### src/design/srg_pkg.sv
// srg_pkg: constants, types and helper functions for the subtractive generator
// used by the interfaces, the table memory, the remainder unit and the top level
package srg_pkg;

	localparam int WORD_W        = 31;
	localparam int TABLE_LEN     = 55;
	localparam int ADDR_W        = $clog2(TABLE_LEN);
	localparam int SEED_STRIDE   = 21;
	localparam int MIX_LAG       = 30;
	localparam int MIX_OFS       = MIX_LAG + 1;
	localparam int PARTNER_START = 31;
	localparam int MIX_PASSES    = 4;
	localparam int PASS_W        = $clog2(MIX_PASSES);
	localparam int DIV_CNT_W     = $clog2(WORD_W + 1);
	localparam int CFG_IDX_W     = 2;

	typedef logic [WORD_W-1:0] word_t;
	typedef logic [ADDR_W-1:0] addr_t;

	localparam logic [CFG_IDX_W-1:0] CFG_MODULUS      = 2'd0;
	localparam logic [CFG_IDX_W-1:0] CFG_SEED_OFFSET  = 2'd1;
	localparam logic [CFG_IDX_W-1:0] CFG_INITIAL_SEED = 2'd2;

	localparam logic REQ_DRAW   = 1'b0;
	localparam logic REQ_RESEED = 1'b1;

	localparam word_t MODULUS_RST      = 31'd1000000000;
	localparam word_t SEED_OFFSET_RST  = 31'd161803398;
	localparam word_t INITIAL_SEED_RST = 31'd1;

	typedef struct packed {
		logic  en;
		addr_t addr_a;
		addr_t addr_b;
	} ram_rd_t;

	typedef struct packed {
		logic  en;
		addr_t addr;
		word_t data;
	} ram_wr_t;

	typedef struct packed {
		logic  start;
		word_t dividend;
	} rem_ctrl_t;

	typedef struct packed {
		logic  done;
		word_t rem;
	} rem_stat_t;

	function automatic word_t eff_mod(input word_t m);
		return (m < word_t'(2)) ? word_t'(2) : m;
	endfunction

	// difference modulo m, m added once when negative, wraps at word width
	function automatic word_t sub_mod(input word_t a, input word_t b, input word_t m);
		word_t d;
		d = a - b;
		if (a < b) begin
			d = d + m;
		end
		return d;
	endfunction

	function automatic addr_t advance(input addr_t p);
		return (p >= addr_t'(TABLE_LEN)) ? addr_t'(1) : p + addr_t'(1);
	endfunction

endpackage

### src/design/srg_if.sv
// srg_if: valid/ready channels for request and response beats
// depends on srg_pkg for the word type
interface srg_req_if;
	logic                 valid;
	logic                 ready;
	logic                 req_type;
	srg_pkg::word_t       seed;

	modport source (output valid, output req_type, output seed, input ready);
	modport sink (input valid, input req_type, input seed, output ready);
endinterface

interface srg_rsp_if;
	logic                 valid;
	logic                 ready;
	srg_pkg::word_t       value;
	srg_pkg::word_t       partner_word;

	modport source (output valid, output value, output partner_word, input ready);
	modport sink (input valid, input value, input partner_word, output ready);
endinterface

### src/design/srg_table_ram.sv
// srg_table_ram: 55-word lag table, one write port and two registered read ports
// depends on srg_pkg for the depth, word type and port structs
module srg_table_ram (
	input  logic              clk,
	input  srg_pkg::ram_rd_t  rd,
	input  srg_pkg::ram_wr_t  wr,
	output srg_pkg::word_t    rd_data_a,
	output srg_pkg::word_t    rd_data_b
);

	srg_pkg::word_t mem [srg_pkg::TABLE_LEN];

	always_ff @(posedge clk) begin
		if (wr.en) begin
			mem[wr.addr] <= wr.data;
		end
	end

	always_ff @(posedge clk) begin
		if (rd.en) begin
			rd_data_a <= mem[rd.addr_a];
			rd_data_b <= mem[rd.addr_b];
		end
	end

endmodule

### src/design/srg_rem_unit.sv
// srg_rem_unit: bit-serial restoring remainder, one dividend bit per cycle
// depends on srg_pkg for the word type and control structs
module srg_rem_unit (
	input  logic                clk,
	input  logic                arst_n,
	input  srg_pkg::rem_ctrl_t  ctrl,
	input  srg_pkg::word_t      divisor,
	output srg_pkg::rem_stat_t  stat
);

	logic [srg_pkg::DIV_CNT_W-1:0] cnt_q;
	logic                          done_q;
	srg_pkg::word_t                dvd_q;
	srg_pkg::word_t                rem_q;
	logic [srg_pkg::WORD_W:0]      trial;
	srg_pkg::word_t                trial_sub;

	assign trial     = {rem_q, dvd_q[srg_pkg::WORD_W-1]};
	assign trial_sub = trial[srg_pkg::WORD_W-1:0] - divisor;

	always_ff @(posedge clk or negedge arst_n) begin
		if (!arst_n) begin
			cnt_q  <= '0;
			done_q <= 1'b0;
		end else begin
			done_q <= (cnt_q == srg_pkg::DIV_CNT_W'(1));
			if (ctrl.start) begin
				cnt_q <= srg_pkg::DIV_CNT_W'(srg_pkg::WORD_W);
			end else if (cnt_q != '0) begin
				cnt_q <= cnt_q - srg_pkg::DIV_CNT_W'(1);
			end
		end
	end

	always_ff @(posedge clk) begin
		if (ctrl.start) begin
			dvd_q <= ctrl.dividend;
			rem_q <= '0;
		end else if (cnt_q != '0) begin
			dvd_q <= {dvd_q[srg_pkg::WORD_W-2:0], 1'b0};
			if (trial >= {1'b0, divisor}) begin
				rem_q <= trial_sub;
			end else begin
				rem_q <= trial[srg_pkg::WORD_W-1:0];
			end
		end
	end

	assign stat.done = done_q;
	assign stat.rem  = rem_q;

endmodule

### src/design/subtractive_random_generator_top.sv
// subtractive_random_generator_top: sequencer, config registers and output register
// depends on srg_pkg, srg_if, srg_table_ram and srg_rem_unit
// draw: the request beat issues two table reads, and S_DRAW does the write-back and result load
// once the output register is free; no new request is taken until the draw has finished
// seeding: serial remainder, 54 fill writes, 4 x 55 read/write mixes
// reset: config registers to defaults, indices 0 and 31, table undefined until seeded
module subtractive_random_generator_top (
	input  logic                              clk,
	input  logic                              arst_n,
	srg_req_if.sink                           req,
	srg_rsp_if.source                         rsp,
	input  logic                              cfg_we,
	input  logic [srg_pkg::CFG_IDX_W-1:0]     cfg_idx,
	input  srg_pkg::word_t                    cfg_wdata
);

	typedef enum logic [6:0] {
		S_IDLE    = 7'b0000001,
		S_DRAW    = 7'b0000010,
		S_DIV     = 7'b0000100,
		S_FILL    = 7'b0001000,
		S_MIX_RD  = 7'b0010000,
		S_MIX_WR  = 7'b0100000,
		S_DRAW_RD = 7'b1000000
	} state_t;

	state_t                       state_q;
	srg_pkg::word_t               modulus_q;
	srg_pkg::word_t               seed_offset_q;
	srg_pkg::word_t               initial_seed_q;
	srg_pkg::addr_t               r_q;
	srg_pkg::addr_t               pt_q;
	logic                         init_q;
	logic                         out_valid_q;
	srg_pkg::addr_t               idx_q;
	srg_pkg::addr_t               cnt_q;
	logic [srg_pkg::PASS_W-1:0]   pass_q;
	srg_pkg::word_t               prev_q;
	srg_pkg::word_t               cur_q;
	srg_pkg::word_t               value_q;
	srg_pkg::word_t               partner_q;

	srg_pkg::word_t               m_eff;
	srg_pkg::addr_t               adv_r;
	srg_pkg::addr_t               adv_pt;
	logic                         accept;
	logic                         draw_now;
	logic                         seed_now;
	logic                         out_free;
	srg_pkg::word_t               rd_a;
	srg_pkg::word_t               rd_b;
	srg_pkg::word_t               rd_diff;
	srg_pkg::word_t               seed_sel;
	srg_pkg::addr_t               mix_q_addr;
	srg_pkg::addr_t               fill_next;
	logic [srg_pkg::ADDR_W:0]     mix_sum;
	logic [srg_pkg::ADDR_W:0]     fill_sum;
	srg_pkg::ram_rd_t             ram_rd;
	srg_pkg::ram_wr_t             ram_wr;
	srg_pkg::rem_ctrl_t           rem_ctrl;
	srg_pkg::rem_stat_t           rem_stat;

	assign m_eff    = srg_pkg::eff_mod(modulus_q);
	assign adv_r    = srg_pkg::advance(r_q);
	assign adv_pt   = srg_pkg::advance(pt_q);
	assign req.ready = (state_q == S_IDLE);
	assign accept   = req.valid && req.ready;
	assign draw_now = accept && (req.req_type == srg_pkg::REQ_DRAW) && init_q;
	assign seed_now = accept && !draw_now;
	assign out_free = !out_valid_q || rsp.ready;
	assign rd_diff  = srg_pkg::sub_mod(rd_a, rd_b, m_eff);
	assign seed_sel = (req.req_type == srg_pkg::REQ_RESEED) ? req.seed : initial_seed_q;

	assign mix_sum    = {1'b0, idx_q} + (srg_pkg::ADDR_W+1)'(srg_pkg::MIX_OFS);
	assign mix_q_addr = (mix_sum >= (srg_pkg::ADDR_W+1)'(srg_pkg::TABLE_LEN))
		? srg_pkg::addr_t'(mix_sum - (srg_pkg::ADDR_W+1)'(srg_pkg::TABLE_LEN))
		: mix_sum[srg_pkg::ADDR_W-1:0];
	assign fill_sum   = {1'b0, idx_q} + (srg_pkg::ADDR_W+1)'(srg_pkg::SEED_STRIDE);
	assign fill_next  = (fill_sum >= (srg_pkg::ADDR_W+1)'(srg_pkg::TABLE_LEN))
		? srg_pkg::addr_t'(fill_sum - (srg_pkg::ADDR_W+1)'(srg_pkg::TABLE_LEN))
		: fill_sum[srg_pkg::ADDR_W-1:0];

	always_comb begin
		rem_ctrl.start    = seed_now;
		rem_ctrl.dividend = (seed_offset_q >= seed_sel) ? seed_offset_q - seed_sel
			: seed_sel - seed_offset_q;
	end

	always_comb begin
		ram_rd = '0;
		ram_wr = '0;
		case (state_q)
			S_IDLE: begin
				ram_rd.en     = draw_now;
				ram_rd.addr_a = adv_r - srg_pkg::addr_t'(1);
				ram_rd.addr_b = adv_pt - srg_pkg::addr_t'(1);
			end
			S_DRAW_RD: begin
				ram_rd.en     = 1'b1;
				ram_rd.addr_a = adv_r - srg_pkg::addr_t'(1);
				ram_rd.addr_b = adv_pt - srg_pkg::addr_t'(1);
			end
			S_DRAW: begin
				ram_wr.en   = out_free;
				ram_wr.addr = r_q - srg_pkg::addr_t'(1);
				ram_wr.data = rd_diff;
			end
			S_DIV: begin
				ram_wr.en   = rem_stat.done;
				ram_wr.addr = srg_pkg::addr_t'(srg_pkg::TABLE_LEN - 1);
				ram_wr.data = rem_stat.rem;
			end
			S_FILL: begin
				ram_wr.en   = 1'b1;
				ram_wr.addr = idx_q;
				ram_wr.data = cur_q;
			end
			S_MIX_RD: begin
				ram_rd.en     = 1'b1;
				ram_rd.addr_a = idx_q;
				ram_rd.addr_b = mix_q_addr;
			end
			S_MIX_WR: begin
				ram_wr.en   = 1'b1;
				ram_wr.addr = idx_q;
				ram_wr.data = rd_diff;
			end
			default: begin
				ram_rd = '0;
				ram_wr = '0;
			end
		endcase
	end

	srg_table_ram u_table (
		.clk       (clk),
		.rd        (ram_rd),
		.wr        (ram_wr),
		.rd_data_a (rd_a),
		.rd_data_b (rd_b)
	);

	srg_rem_unit u_rem (
		.clk     (clk),
		.arst_n  (arst_n),
		.ctrl    (rem_ctrl),
		.divisor (m_eff),
		.stat    (rem_stat)
	);

	always_ff @(posedge clk or negedge arst_n) begin
		if (!arst_n) begin
			modulus_q      <= srg_pkg::MODULUS_RST;
			seed_offset_q  <= srg_pkg::SEED_OFFSET_RST;
			initial_seed_q <= srg_pkg::INITIAL_SEED_RST;
		end else if (cfg_we) begin
			case (cfg_idx)
				srg_pkg::CFG_MODULUS:      modulus_q      <= cfg_wdata;
				srg_pkg::CFG_SEED_OFFSET:  seed_offset_q  <= cfg_wdata;
				srg_pkg::CFG_INITIAL_SEED: initial_seed_q <= cfg_wdata;
				default: begin
				end
			endcase
		end
	end

	always_ff @(posedge clk or negedge arst_n) begin
		if (!arst_n) begin
			state_q     <= S_IDLE;
			r_q         <= '0;
			pt_q        <= srg_pkg::addr_t'(srg_pkg::PARTNER_START);
			init_q      <= 1'b0;
			out_valid_q <= 1'b0;
			idx_q       <= '0;
			cnt_q       <= '0;
			pass_q      <= '0;
		end else begin
			if (state_q == S_DRAW && out_free) begin
				out_valid_q <= 1'b1;
			end else if (rsp.ready) begin
				out_valid_q <= 1'b0;
			end
			case (state_q)
				S_IDLE: begin
					if (draw_now) begin
						r_q     <= adv_r;
						pt_q    <= adv_pt;
						state_q <= S_DRAW;
					end else if (seed_now) begin
						state_q <= S_DIV;
					end
				end
				S_DRAW: begin
					if (out_free) begin
						state_q <= S_IDLE;
					end
				end
				S_DIV: begin
					if (rem_stat.done) begin
						idx_q   <= srg_pkg::addr_t'(srg_pkg::SEED_STRIDE - 1);
						cnt_q   <= srg_pkg::addr_t'(1);
						state_q <= S_FILL;
					end
				end
				S_FILL: begin
					cnt_q <= cnt_q + srg_pkg::addr_t'(1);
					if (cnt_q == srg_pkg::addr_t'(srg_pkg::TABLE_LEN - 1)) begin
						idx_q   <= '0;
						pass_q  <= '0;
						state_q <= S_MIX_RD;
					end else begin
						idx_q <= fill_next;
					end
				end
				S_MIX_RD: begin
					state_q <= S_MIX_WR;
				end
				S_MIX_WR: begin
					if (idx_q == srg_pkg::addr_t'(srg_pkg::TABLE_LEN - 1)) begin
						idx_q  <= '0;
						pass_q <= pass_q + srg_pkg::PASS_W'(1);
						if (pass_q == srg_pkg::PASS_W'(srg_pkg::MIX_PASSES - 1)) begin
							init_q  <= 1'b1;
							r_q     <= '0;
							pt_q    <= srg_pkg::addr_t'(srg_pkg::PARTNER_START);
							state_q <= S_DRAW_RD;
						end else begin
							state_q <= S_MIX_RD;
						end
					end else begin
						idx_q   <= idx_q + srg_pkg::addr_t'(1);
						state_q <= S_MIX_RD;
					end
				end
				S_DRAW_RD: begin
					r_q     <= adv_r;
					pt_q    <= adv_pt;
					state_q <= S_DRAW;
				end
				default: begin
					state_q <= S_IDLE;
				end
			endcase
		end
	end

	always_ff @(posedge clk) begin
		if (state_q == S_DIV && rem_stat.done) begin
			prev_q <= rem_stat.rem;
			cur_q  <= srg_pkg::word_t'(1);
		end else if (state_q == S_FILL) begin
			cur_q  <= srg_pkg::sub_mod(prev_q, cur_q, m_eff);
			prev_q <= cur_q;
		end
		if (state_q == S_DRAW && out_free) begin
			value_q   <= rd_diff;
			partner_q <= rd_b;
		end
	end

	assign rsp.valid        = out_valid_q;
	assign rsp.value        = value_q;
	assign rsp.partner_word = partner_q;

endmodule
### src/flat_wrapper.sv
// flat-port wrapper written by rule: the top's interface ports become plain ports
module subtractive_random_generator_top_flat 
  (clk, arst_n, cfg_we, cfg_idx, cfg_wdata, req_valid, req_req_type, req_seed, req_ready, rsp_valid, rsp_value, rsp_partner_word, rsp_ready);
  srg_req_if req_i ();
  srg_rsp_if rsp_i ();
  input  logic clk;
  input  logic arst_n;
  input  logic cfg_we;
  input  logic [srg_pkg::CFG_IDX_W-1:0] cfg_idx;
  input  srg_pkg::word_t cfg_wdata;
  input wire logic [$bits(req_i.valid)-1:0] req_valid;
  input wire logic [$bits(req_i.req_type)-1:0] req_req_type;
  input wire logic [$bits(req_i.seed)-1:0] req_seed;
  output wire logic [$bits(req_i.ready)-1:0] req_ready;
  output wire logic [$bits(rsp_i.valid)-1:0] rsp_valid;
  output wire logic [$bits(rsp_i.value)-1:0] rsp_value;
  output wire logic [$bits(rsp_i.partner_word)-1:0] rsp_partner_word;
  input wire logic [$bits(rsp_i.ready)-1:0] rsp_ready;
  assign req_i.valid = req_valid;
  assign req_i.req_type = req_req_type;
  assign req_i.seed = req_seed;
  assign req_ready = req_i.ready;
  assign rsp_valid = rsp_i.valid;
  assign rsp_value = rsp_i.value;
  assign rsp_partner_word = rsp_i.partner_word;
  assign rsp_i.ready = rsp_ready;
  subtractive_random_generator_top u_core (.clk(clk), .arst_n(arst_n), .req(req_i), .rsp(rsp_i), .cfg_we(cfg_we), .cfg_idx(cfg_idx), .cfg_wdata(cfg_wdata));
endmodule
### config.mk
export PLATFORM = sky130hd
export DESIGN_NAME = subtractive_random_generator_top_flat
export DESIGN_NICKNAME = d
export VERILOG_FILES = /design/src/design/srg_pkg.sv /design/src/design/srg_if.sv /design/src/design/srg_table_ram.sv /design/src/design/srg_rem_unit.sv /design/src/design/subtractive_random_generator_top.sv /design/src/flat_wrapper.sv
export SDC_FILE = /design/constraint.sdc
export NUM_CORES = 2
export LEC_CHECK = 0
export BUFFER_PORTS_ARGS = -buffer_cell sky130_fd_sc_hd__buf_2
export CAP_MARGIN = 20
export CORE_ASPECT_RATIO = 0.75
export CORE_MARGIN = 10
export CORE_UTILIZATION = 30
export DETAILED_ROUTE_END_ITERATION = 10
export GPL_ROUTABILITY_DRIVEN = 0
export PLACE_DENSITY_LB_ADDON = 0.12
export SLEW_MARGIN = 25
export SYNTH_ARGS = -nofsm -noshare
export SYNTH_HDL_FRONTEND = slang
export SYNTH_SLANG_ARGS = --single-unit
### constraint.sdc
create_clock -name clk -period 8.55 [get_ports clk]
set_clock_uncertainty 0.2 [all_clocks]
set_input_delay 0.855 -clock clk [delete_from_list [all_inputs] [get_ports clk]]
set_output_delay 0.855 -clock clk [all_outputs]
set_load 0.02 [all_outputs]
# --- Yosys cells after proc, flatten, opt, wreduce, memory -nomap -nowiden ---
# Memories as Yosys holds them, arrays and structs flattened. A register that Yosys moved wholly into a read port is not among the register bits.
# Index checks and enable logic that the tools add are counted.
word_totals:
  reg_bits: 320
  latchBits: 0
  ramBits: 1705
  mem_bits_ro: 0
  inputBits: 70
  output_inout_bits: 64
  n_memories: 1
classes:
  n_addsub: 20
  n_mul: 0
  div: 0
  order_cmp: 9
  eq_ne: 20
  shift: 0
  mux: 47
  bitwise: 1
  n_reduce_logical: 27
mem_list:
  columns: ["memory", "words", "width", "read_ports", "rd_clocked_by_memory_dff", "wr", "line_no", "text"]
  rows:
  - ["u_core.u_table.mem", 55, 31, 2, 2, 1, "srg_table_ram.sv:11", "srg_pkg::word_t mem [srg_pkg::TABLE_LEN];"]
ops:
  columns: ["operator", "n"]
  rows:
  - ["two-way mux 31 bit", 10]
  - ["subtractor 31 bit", 5]
  - ["case mux 38 bit (4 select lines)", 1]
  - ["two-way mux 6 bit", 14]
  - ["adder 31 bit", 2]
  - ["< comparator 31 bit", 2]
  - ["case mux 6 bit (3 select lines)", 3]
  - ["two-way mux 7 bit", 7]
  - ["case mux 7 bit (7 select lines)", 1]
  - ["case mux 13 bit (3 select lines)", 1]
  - ["greater-or-equal comparator 32 x 31 -> 1 bit", 1]
  - ["greater-or-equal comparator 31 bit", 1]
  - ["< comparator 31 x 2 -> 1 bit, second input constant", 1]
  - ["adder 6 x 1 -> 6 bit, second input constant", 4]
  - ["subtractor 6 x 1 -> 6 bit, second input constant", 3]
  - ["adder 6 x 5 -> 7 bit, second input constant", 2]
  - ["greater-or-equal comparator 7 x 6 -> 1 bit, second input constant", 2]
  - ["equality test 6 bit, second input constant", 2]
  - ["greater-or-equal comparator 6 bit, second input constant", 2]
  - ["case mux 6 bit (2 select lines)", 1]
  - ["subtractor 6 bit, second input constant", 2]
  - ["two-way mux 5 bit", 2]
  - ["AND reduction 2 bit", 5]
  - ["nonzero test 2 bit", 5]
  - ["27 further kinds", 45]

# --- Logic depth before layout (Yosys ltp) ---
depth:
  word_depth: 9
  mapped_depth: 27
  mapped_depth_nobuf: 27

# --- By module ---
# From an unflattened synthesis, not the netlist that was laid out.
hier_totals:
  hier_cells: 7173
  hier_area_um2: 107423.0
by_module_without_submodules:
  columns: ["module", "instances", "cells_per_inst", "area_each_um2"]
  rows:
  - ["srg_table_ram", 1, 4135, 80825.0]
  - ["subtractive_random_generator_top", 1, 2530, 21797.2]
  - ["srg_rem_unit", 1, 508, 4800.9]

# --- Least setup slack after synthesis ---
# No wires, ideal clock.
synth_timing:
  path_kind: "register to register"
  from: "reg u_core.u_table.rd_data_b[0] (read register of u_core.u_table.mem)"
  to: "mem u_core.u_table.mem[0][28] (netlist name), data pin"
  setup_time_ps: 656
  arrival_ps: 6728
  slack_ps: 965
  path_stages_with_launch: 25
  cell_sequence: "edfxtp_1 -> ha_1 -> fa_1 -> nor2b_1 -> o21ai_1 -> a21oi_1 -> o41a_1 -> a21oi_1 -> nor2_1 -> nor2_1 -> xnor2_1 -> ha_1 -> nand2_1 -> nor3_1 -> and3_1 -> and2_1 -> a2111oi_4 -> a21o_1 -> o211ai_1 -> a41o_1 -> a221oi_4 -> o31ai_1 -> a21oi_1 -> xor2_1 -> o311ai_1"
synth_lines:
  columns: ["element", "line_no", "text"]
  rows:
  - ["start, declared", "srg_table_ram.sv:8", "output srg_pkg::word_t rd_data_b"]
  - ["end, declared", "srg_table_ram.sv:11", null]

==> key figures <==
Run status
  • Status: completed

Finish
  • Commonest non-fill, non-tap cell in the layout: nand2_1
  • Final #Nets: 9885
  • Proportion of layout cells with a drive suffix above 1: 14.5%
  • Non-Filler Instances: 14600
  • Most frequent cells in the layout: nand2_1 (2123), edfxtp_1 (1891), nand3_1 (664)
  • Area grow syn2layout: 14.4%

Synth
  • Synth Flop Type: edfxtp_1
  • Sequential area share after synthesis: 55.9%
  • Synth unique cells: 106
  • FF+latch count, synth: 2087
  • Cell area after synthesis: 110000 um^2
  • Post-synth EDFFs: 1891
  • Avg Cell Area, Syn: 11.4 um^2
  • Synth Net Count: 9918
  • Fraction of registers with async set/reset: 6.42%
  • Syn Inst Count: 9618
  • Synth Warn #: 0

Clock tree
  • Clock tree buffer depth: 4
  • CTS Sinks: 2087
  • CTS root buf: clkbuf_16
  • Skew-Pair Late Insertion Delay: 930 ps
  • Total CTS buffers: 233
  • Htree depth: 4
  • CTS tree: done
  • Post_cts resized: 0
  • Clk slew on worst S/H paths: 60 ps

Global routing
  • Vias in the first global route: 79700
  • GRT overflow: 0
  • Largest net degree at the start of global routing: 121
  • Number of antenna violations at the first check in global routing: 25
  • Gr usage total: 22.2%
  • First-pass GRT wire length: 632000 um

Placed design
  • Setup WS pre-CTS: 2170 ps
  • IO Port Bufs: 133
  • Post-DP HPWL: 283000 um
  • Dpl cells: 14200

STA
  • Final Hold Vio Count: 0
  • Final WS setup: 2200 ps
  • Fmax: 157 MHz
  • Slew headroom: 17.1%
  • Final period util: 74.3%
  • Tmin final: 6350 ps
  • Worst-Margin Slew: 1230 ps
  • Max Slew Vio Count: 0
  • RSZ-0062 raised after global routing: false
  • Post-route setup TNS: 0 ps
  • # setup viols final: 0

Setup path
  • Worst setup EP type: flip-flop
  • Critical path class: reg -> reg
  • Worst R2R End: u_core.u_table.mem[27][30]$_DFFE_PP_
  • Critical Path AT: 6780 ps
  • Setup slack, reg-to-reg: 2200 ps
  • Critical path fanouts, max: 55
  • CP max-delay cell: buf_4
  • CP Launch Type: flip-flop
  • Worst path required time: 8980 ps
  • Reg2Reg Depth: 25
  • R2r startpoint: u_core.u_table.rd_data_b[0]$_DFFE_PP_
  • CP peak stage delay: 480 ps

Drt
  • Final ANT Viol Nets: 0
  • Post-DR vias/cell: 5.72
  • Routed len/inst: 30.9 um
  • Drt drc: 0
  • WL final: 453000 um
  • DRT Pass-1 Iters: 7
  • Total number of vias: 83700
  • DRT iter0 DRCs: 10100

Pwr
  • Part of the power in the clock network: 22.1%
  • Switch Pwr: 21100 uW
  • Worst VDD drop: 0.405 mV
  • Sequential fraction of design power: 26.4%
  • Switch share: 45.0%
  • Int Power: 25800 uW
  • Pwr/cell area: 374 nW/um^2
  • Comb power frac: 51.6%
  • Leakage: 0.0448 uW

Floorplanning
  • Die X: 719 um
  • Core area: 365000 um^2
  • Die Y: 544 um
  • Row cnt: 192
  • Starting Density: 30.1%
  • Die area: 391000 um^2
  • Ports: 134

Hold path
  • Worst Hold Path EP: u_core.seed_offset_q[26]$_DFFE_PN0P_
  • Worst Hold Class: in -> reg
  • Hold path depth: 2
  • Min-Delay Startpoint: cfg_wdata[26]

Job
  • Max-cap violations: 0
metrics by stage:
step           utilization [%]  hold WS [ps]  area [um^2]  total power (uW)
6_report                  34.4          75.5       126000             46900
5_1_grt                   34.4          30.6       126000             49200
4_1_cts                   34.4          3.41       125000             46900
3_5_place_dp              32.3           242       118000             36400
3_3_place_gp              32.1           243       117000             36400
2_1_floorplan                -           226       110000             27700
final cells by class:
| type | count | area, um^2 |
|---|---|---|
| fillers | 35900 | 239000 |
| flip-flops and latches | 2087 | 61400 |
| multi-input cells | 6574 | 45200 |
| clock buffers | 297 | 6230 |
| well taps | 4850 | 6070 |
| repair buffers | 442 | 4340 |
| clock inverters | 126 | 1340 |
| inverters | 247 | 927 |
| diodes | 15 | 37.5 |
synthesized netlist by cell type (all sizes together), types with 12 or more instances:
cell | instances | area [um^2]
nand2 | 2135 | 8020
edfxtp | 1891 | 56800
nand3 | 667 | 3340
clkbuf | 442 | 1660
mux4 | 403 | 9080
a21oi | 356 | 1800
nor2 | 330 | 1240
o21ai | 293 | 1470
a311oi | 291 | 2550
a211oi | 268 | 2030
buf | 268 | 1400
inv | 247 | 927
and2 | 239 | 1500
ha | 223 | 2790
a31oi | 215 | 1360
nor3 | 136 | 681
a21o | 122 | 916
xnor2 | 116 | 1020
dfrtp | 101 | 2530
and3 | 98 | 613
mux2i | 91 | 911
mux2 | 76 | 856
xor2 | 66 | 612
dfxtp | 62 | 1240
o21bai | 43 | 327
nor2b | 36 | 225
dfstp | 33 | 867
nand2b | 32 | 200
o21a | 32 | 241
nand4 | 30 | 188
a22oi | 25 | 188
o31ai | 24 | 210
o211ai | 22 | 170
o22ai | 16 | 100
nor4 | 13 | 96.3
nand3b | 12 | 90.1
or3 | 12 | 75.1
kinds of logic (layout without fill, tap and decap cells):
group / Yosys count / count (layout) / share of synthesized area, %
flops: 2087 / 2087 / 55.9
compound gates: 1816 / 1816 / 11.3
fa+ha+maj: 235 / 235 / 2.71
buf+inv: 957 / 1112 / 3.63
other cells: 0 / 15 / 0
simple gates: 3770 / 3770 / 15.0
mux: 570 / 570 / 9.87
xor+xnor: 183 / 183 / 1.50
metal layers:
layer	vias up	GRT usage (%)	wire length, um
met4	8	7.40	17100
li1	36000	-	-
met2	4021	32.9	191000
met5	-	0	54
met3	714	4.42	39400
met1	42900	32.5	205000
worst max-delay path by stage:
stage,startpoint,end,slack [ps]
final,u_core.u_table.rd_data_b[0]$_DFFE_PP_,u_core.u_table.mem[27][30]$_DFFE_PP_,2200
after global routing,u_core.u_table.rd_data_b[0]$_DFFE_PP_,u_core.u_table.mem[27][30]$_DFFE_PP_,1820
after CTS,u_core.u_table.rd_data_b[0]$_DFFE_PP_,u_core.u_table.mem[43][24]$_DFFE_PP_,2110
after detailed placement,u_core.u_table.rd_data_b[0]$_DFFE_PP_,u_core.u_table.mem[37][24]$_DFFE_PP_,2170
after global placement,u_core.u_table.rd_data_b[0]$_DFFE_PP_,u_core.u_table.mem[38][24]$_DFFE_PP_,1960
after floorplan,u_core.u_table.rd_data_b[0]$_DFFE_PP_,u_core.u_table.mem[0][28]$_DFFE_PP_,970
power by group through the flow:
| stage | Clock (uW) | Sequential (uW) | Combinational (uW) |
|---|---|---|---|
| global placement | 0 | 12600 | 23800 |
| floorplan | 0 | 12400 | 15300 |
| CTS | 10600 | 12400 | 23900 |
| global route | 11000 | 12400 | 25800 |
| detailed placement | 0 | 12600 | 23800 |
| finish | 10400 | 12400 | 24200 |
flip-flops by register name, summed over array words and instances (netlist names), 2 cells and up:
name and count:
u_core.u_table.mem 1705, u_core.cur_q 31, u_core.initial_seed_q 31, u_core.modulus_q 31, u_core.prev_q 31, u_core.rsp.partner_word 31
u_core.rsp.value 31, u_core.seed_offset_q 31, u_core.u_rem.dvd_q 31, u_core.u_rem.rem_q 31, u_core.u_table.rd_data_a 31, u_core.u_table.rd_data_b 31
u_core.state_q 7, u_core.cnt_q 6, u_core.idx_q 6, u_core.pt_q 6, u_core.r_q 6, u_core.u_rem.cnt_q 5
u_core.pass_q 2
critical path, delay by kind of cell, from the launching register on:
kind / cells / cell delay (ps)
buffers and inverters: 1 / 480
adder cells (fa/ha/maj): 3 / 970
AND/OR/NAND/NOR: 7 / 870
XOR/XNOR: 2 / 390
AO/OA/AOI/OAI: 12 / 2690
flip-flops: 1 / 390
timing repair:
item                                    in CTS  in global routing
endpoints found under the setup margin       0                  0
hold buffers                                15                  0
buffers inserted                             0                  0
endpoints found under the hold margin       89                  0
(Power assumes the default switching activity.)
